File: src/rtl/cld_pkg.sv
`timescale 1ns / 1ps
// ----------------------------------------------------------------------------
// Lens distortion point package
// Shared fixed-point types, register indexes, reset values and the Q4.28
// rounding and saturation helpers used throughout the distortion pipeline.
// ----------------------------------------------------------------------------
package cld_pkg;

    // Internal normalised format: signed Q4.28.
    typedef logic signed [31:0] q28_t;

    // Pixel coordinates: signed Q12.4.
    typedef logic signed [15:0] pix_t;

    // Configuration register indexes.
    localparam int          CFG_IDX_W         = 3;
    localparam logic [2:0]  REG_OUT_FOCAL     = 3'd0;
    localparam logic [2:0]  REG_IN_INV_FOCAL  = 3'd1;
    localparam logic [2:0]  REG_CENTER_QUAD   = 3'd2;
    localparam logic [2:0]  REG_RADIAL_K1     = 3'd3;
    localparam logic [2:0]  REG_RADIAL_K2     = 3'd4;
    localparam logic [2:0]  REG_RADIAL_K3     = 3'd5;
    localparam logic [2:0]  REG_TANGENTIAL_P1 = 3'd6;
    localparam logic [2:0]  REG_TANGENTIAL_P2 = 3'd7;

    // Reset values: unit focal lengths and unit reciprocals, zero centres.
    localparam logic [63:0] OUT_FOCAL_RST     = 64'h0001_0000_0001_0000;
    localparam logic [63:0] IN_INV_FOCAL_RST  = 64'h0100_0000_0100_0000;

    localparam q28_t Q28_ONE = 32'sh1000_0000;
    localparam q28_t Q28_MAX = 32'sh7fff_ffff;
    localparam q28_t Q28_MIN = 32'sh8000_0000;

    localparam pix_t PIX_MAX = 16'sh7fff;
    localparam pix_t PIX_MIN = 16'sh8000;

    // Pipeline depths of the three units.
    localparam int NORM_STAGES = 3;
    localparam int POLY_STAGES = 13;
    localparam int PROJ_STAGES = 3;

    // Saturate a 64-bit signed value into Q4.28.
    function automatic q28_t sat28(input logic signed [63:0] v);
        q28_t r;
        if (v[63:31] == {33{v[63]}}) begin
            r = v[31:0];
        end else if (v[63]) begin
            r = Q28_MIN;
        end else begin
            r = Q28_MAX;
        end
        return r;
    endfunction

    // Round a Q8.56 product to 28 fraction bits (half up) and saturate.
    function automatic q28_t rnd28(input logic signed [63:0] p);
        logic signed [64:0] t;
        t = {p[63], p} + 65'sd134217728;
        return sat28({{27{t[64]}}, t[64:28]});
    endfunction

endpackage

File: src/rtl/cld_norm.sv
`timescale 1ns / 1ps
// ----------------------------------------------------------------------------
// Point normalisation
// Subtracts the source centre and scales by the reciprocal source focal
// length, giving saturated Q4.28 coordinates after three register stages.
// ----------------------------------------------------------------------------
module cld_norm (
    input  logic                 aclk,
    input  logic                 aresetn,
    input  logic                 en,
    input  logic                 in_valid,
    input  cld_pkg::pix_t        pixel_x,
    input  cld_pkg::pix_t        pixel_y,
    input  logic [15:0]          src_cx,
    input  logic [15:0]          src_cy,
    input  logic [31:0]          inv_fx,
    input  logic [31:0]          inv_fy,
    output logic                 out_valid,
    output cld_pkg::q28_t        norm_x,
    output cld_pkg::q28_t        norm_y
);
    import cld_pkg::*;

    logic [NORM_STAGES-1:0] vld_reg;
    logic signed [17:0]     dx_reg, dy_reg;
    logic signed [50:0]     px_reg, py_reg;
    logic signed [50:0]     px_next, py_next;
    q28_t                   nx_reg, ny_reg;

    // Valid bits travel alongside the data.
    always_ff @(posedge aclk) begin
        if (!aresetn) begin
            vld_reg <= '0;
        end else if (en) begin
            vld_reg <= {vld_reg[NORM_STAGES-2:0], in_valid};
        end
    end

    // Products of the centred coordinates and the reciprocals.
    assign px_next = dx_reg * $signed({1'b0, inv_fx});
    assign py_next = dy_reg * $signed({1'b0, inv_fy});

    // Subtract, multiply, saturate.
    always_ff @(posedge aclk) begin
        if (en) begin
            dx_reg <= 18'(pixel_x) - $signed({2'b00, src_cx});
            dy_reg <= 18'(pixel_y) - $signed({2'b00, src_cy});
            px_reg <= px_next;
            py_reg <= py_next;
            nx_reg <= sat28(64'(px_reg));
            ny_reg <= sat28(64'(py_reg));
        end
    end

    assign out_valid = vld_reg[NORM_STAGES-1];
    assign norm_x    = nx_reg;
    assign norm_y    = ny_reg;

    // A source centre is never negative, so a centred coordinate does not exceed
    // the positive pixel limit.
    a_dx_bound: assert property (@(posedge aclk) disable iff (!aresetn)
        vld_reg[0] |-> (dx_reg <= 18'sd32767 && dy_reg <= 18'sd32767))
        else $error("centred coordinate exceeds the pixel range");

endmodule

File: config.mk
export PLATFORM = sky130hd
export DESIGN_NAME = cld_norm
export DESIGN_NICKNAME = d
export VERILOG_FILES = /design/src/rtl/cld_pkg.sv /design/src/rtl/cld_norm.sv
export SDC_FILE = /design/constraint.sdc
export NUM_CORES = 2
export LEC_CHECK = 0
export BUFFER_PORTS_ARGS = -buffer_cell sky130_fd_sc_hd__buf_2
export CAP_MARGIN = 0
export CELL_PAD_IN_SITES_DETAIL_PLACEMENT = 0
export CELL_PAD_IN_SITES_GLOBAL_PLACEMENT = 1
export CORE_ASPECT_RATIO = 0.6
export CORE_MARGIN = 5
export CORE_UTILIZATION = 55
export CTS_BUF_LIST = sky130_fd_sc_hd__clkbuf_4 sky130_fd_sc_hd__clkbuf_8
export DETAILED_ROUTE_END_ITERATION = 8
export GPL_TIMING_DRIVEN = 0
export MAX_ROUTING_LAYER = met4
export PLACE_DENSITY = 0.89
export SLEW_MARGIN = 0
export SYNTH_ARGS = -nofsm -noshare
export SYNTH_HDL_FRONTEND = slang
export SYNTH_SLANG_ARGS = --single-unit
File: constraint.sdc
create_clock -name aclk -period 10.9 [get_ports aclk]
set_input_delay 1.635 -clock aclk [delete_from_list [all_inputs] [get_ports aclk]]
set_output_delay 1.635 -clock aclk [all_outputs]
set_load 0.05 [all_outputs]
==> results by group <==
Placed design
  – Port-buffer cells: 178
  – Routability cong.: 1.029
  – DP Worst Slack: 0.5922 ns
  – Post-DP HPWL: 118.4 mm

Global routing
  – First-pass GRT wire length: 215.8 mm
  – Largest net degree at the start of global routing: 120
  – Vias in the first global route: ~35000
  – Initial antenna violation count: 5
  – All-Layer GR Usage: 0.3324
  – Grt total ovfl: 0

Worst setup path
  – Critical path type: in -> reg
  – CP max FO: 10
  – Slowest Stage Delay on Critical Path: 1.13 ns
  – Critical R2R Launch: dx_reg[13]
  – Cell at the slowest stage of the critical path: nor3_1
  – CP endpoint kind: flop
  – Top cell by count, worst path: fa_1
  – Worst EP arrival: approximately 10 ns
  – CP required: 11.25 ns
  – Crit-path cells: clkbuf_1 -> clkbuf_1 -> nand2_1 -> fa_1 -> inv_1 -> fa_1 -> fa_1 -> fa_1 -> fa_1 -> inv_1 -> fa_1 -> inv_1 -> ha_1 -> and2_1 -> a221oi_1 -> o211ai_1 -> nor3_1 -> nor4_1 -> o31ai_1 -> a21oi_1 -> o22ai_1 -> xnor2_1
  – Crit path from: inv_fx[19]
  – Crit start category: input pin

Detailed routing
  – DRC: 0
  – Routed len/inst: 22.34 microns
  – DRT Pass-1 Iters: 6
  – DRT iter0 DRCs: 3409
  – Post-DRT Antenna Nets: 0
  – Via Count: 34500
  – Total Wirelength: between 100 and 150 mm
  – Avg Vias per Cell: between 5 and 6

Floorplan
  – Die width: 383.1 microns
  – IO Count: 197
  – Core box area: 83100 sq um
  – FP Rows: 82
  – Vert. Die Dim: 233.9 microns
  – Die Footprint: 89590 sq um
  – Starting Density: 0.5527

Synthesis
  – Area share of the largest cell type after synthesis: 0.4193
  – EDFF count, synth: 202
  – Sequential fraction of the synthesis area: 0.1334
  – Seq cells post-synth: approximately 210
  – Main synth FF type: edfxtp_1
  – Largest cells by area after synthesis: fa_1 42%, edfxtp_1 13%, inv_1 10%
  – Asr flop ratio synth: 0
  – Synthesized cell area: 45940 sq um
  – Synth Net Count: 6404
  – Ys Warns: 0
  – Post-synth top area cell: fa_1
  – Mean area per synthesized cell: a little over 9 sq um
  – Synth unique cells: 65
  – Gate Count Post-Synth: 4954

Clocking
  – Clk sinks: 205
  – Clock-pin transition on the worst setup and hold timing paths: 0.06 ns
  – CTS tree: done
  – H-tree depth: 2
  – Hold-fix buffers, CTS: 0
  – Inserted Clock Buffers: 35
  – Post-CTS sizing: 0
  – Skew-Pair Late Insertion Delay: 0.62 ns
  – Longest Clk Path Bufs: 3
  – CTS Root Cell: clkbuf_8
  – Post-CTS Setup Bufs: 0

STA
  – Least-Margin Pin Slew: around 1.2 ns
  – Setup TNS: 0 ns
  – Worst slew margin: 0.1662
  – Final setup margin: between 0.8 and 0.9 ns
  – Final Cycle Share: 0.9201
  – Skew final: 0.04792 ns
  – Final setup viols: 0
  – Slew Viols, Final: 0
  – Fmax: around 100 MHz
  – Hold Slack: 0.5162 ns
  – RSZ-0062 raised after global routing: false
  – Min cycle time layout: 10.03 ns
  – Final Hold Viols: 0

Job
  – Max-Cap Viols: 0

Run status
  – Run status: finished clean

Min path
  – Worst hold path class: reg -> reg
  – Hold path startpoint: vld_reg[2]

Final layout
  – Nets: 6621
  – Leading cell types in the layout, fill and taps excluded: 1241 x inv_1, 962 x fa_1, 695 x nand2_1
  – Layout cells sized above 1: 0.04908
  – Most common cell after layout, fill and taps aside: inv_1
  – Synthesis-to-finish area growth: 6.720%
cell usage after synthesis, types with 3 or more instances:
master    number
nand3_1       24
a221oi_1       3
a221o_1        4
a21oi_1      100
o31ai_1        3
a211oi_2       4
clkbuf_1     231
a311oi_1       3
nor4_1        16
and3_1        16
a21boi_0       5
fa_1         962
mux2i_1        3
a31oi_1       15
xor2_1        33
o21bai_1      19
o21a_1        15
xnor2_1       84
nor2b_1       22
inv_1       1241
and2_1       465
and4_1         4
o21ai_0      121
nand2b_1      33
edfxtp_1     202
nor3_1        24
nand2_1      695
o22ai_1        4
a211o_1        3
o21ai_1        3
nand4_1       26
dfxtp_1        3
nor3b_1        3
o211ai_1       7
a211oi_1      11
or3_1          6
a21o_1        49
ha_1         356
o31a_1         3
nor2_1       100
critical path: cells and delay by family:
kind / cells / cell delay [ns]
AOI/OAI and AO/OA: 5 / 2.14
xor gates and xnor gates: 1 / 0.10
adders and majority gates: 7 / 3.46
buffers and inverters: 5 / 1.27
and+or+nand+nor: 4 / 1.75
stage by stage:
| step | utilization | area [sq um] | instances |
|---|---|---|---|
| after CTS | 0.5894 | 48980 | 6287 |
| after detailed placement | 0.5804 | 48230 | 6225 |
| final | 0.5899 | 49020 | 6300 |
| after floorplan | - | 45940 | 4954 |
| after global placement | 0.5799 | 48190 | 6224 |
| after global routing | 0.5896 | 49000 | 6292 |
cell families after synthesis:
family / Yosys count / synth area share
muxes: 3 / 0.0006537
xor gates and xnor gates: 117 / 0.02231
AOI/OAI and AO/OA: 398 / 0.05519
DFF: 205 / 0.1334
adders and majority gates: 1318 / 0.5162
and+or+nand+nor: 1439 / 0.1518
buffers and inverters: 1474 / 0.1205
worst paths after layout:
| check | cells past startpoint | endpoint | slack [ns] |
|---|---|---|---|
| worst min register to register | 2 | vld_reg[2] | 0.52 |
| worst max-delay path | 22 | px_reg[50] | 0.87 |
| worst min-delay path | 2 | vld_reg[2] | 0.52 |
| worst max register to register | 21 | px_reg[50] | 1.55 |
metal layers:
layer	global-route usage	routed length (microns)	up-vias	share of wire
li1	-	-	15180	-
met1	0.5134	65330	17330	0.46
met5	-	0	-	0
met2	0.4102	51460	1805	0.37
met4	0.05076	2374	0	0.017
met3	0.1336	21560	181	0.15
area by class of cell:
type                            instances  area (sq um)
Multi-Input combinational cell       3275         34280
Fill cell                            7562         34080
Sequential cell                       205          6126
Inverter                             1241          4658
Tap cell                             1092          1366
Timing Repair Buffer                  180         939.7
Buffer                                233         875.8
Clock buffer                           44         555.5
Clock inverter                         18         195.2
Antenna cell                           12         30.03
Power is not shown: default switching activity piles up to over one toggle a cycle in this logic, so the estimate is an artifact.
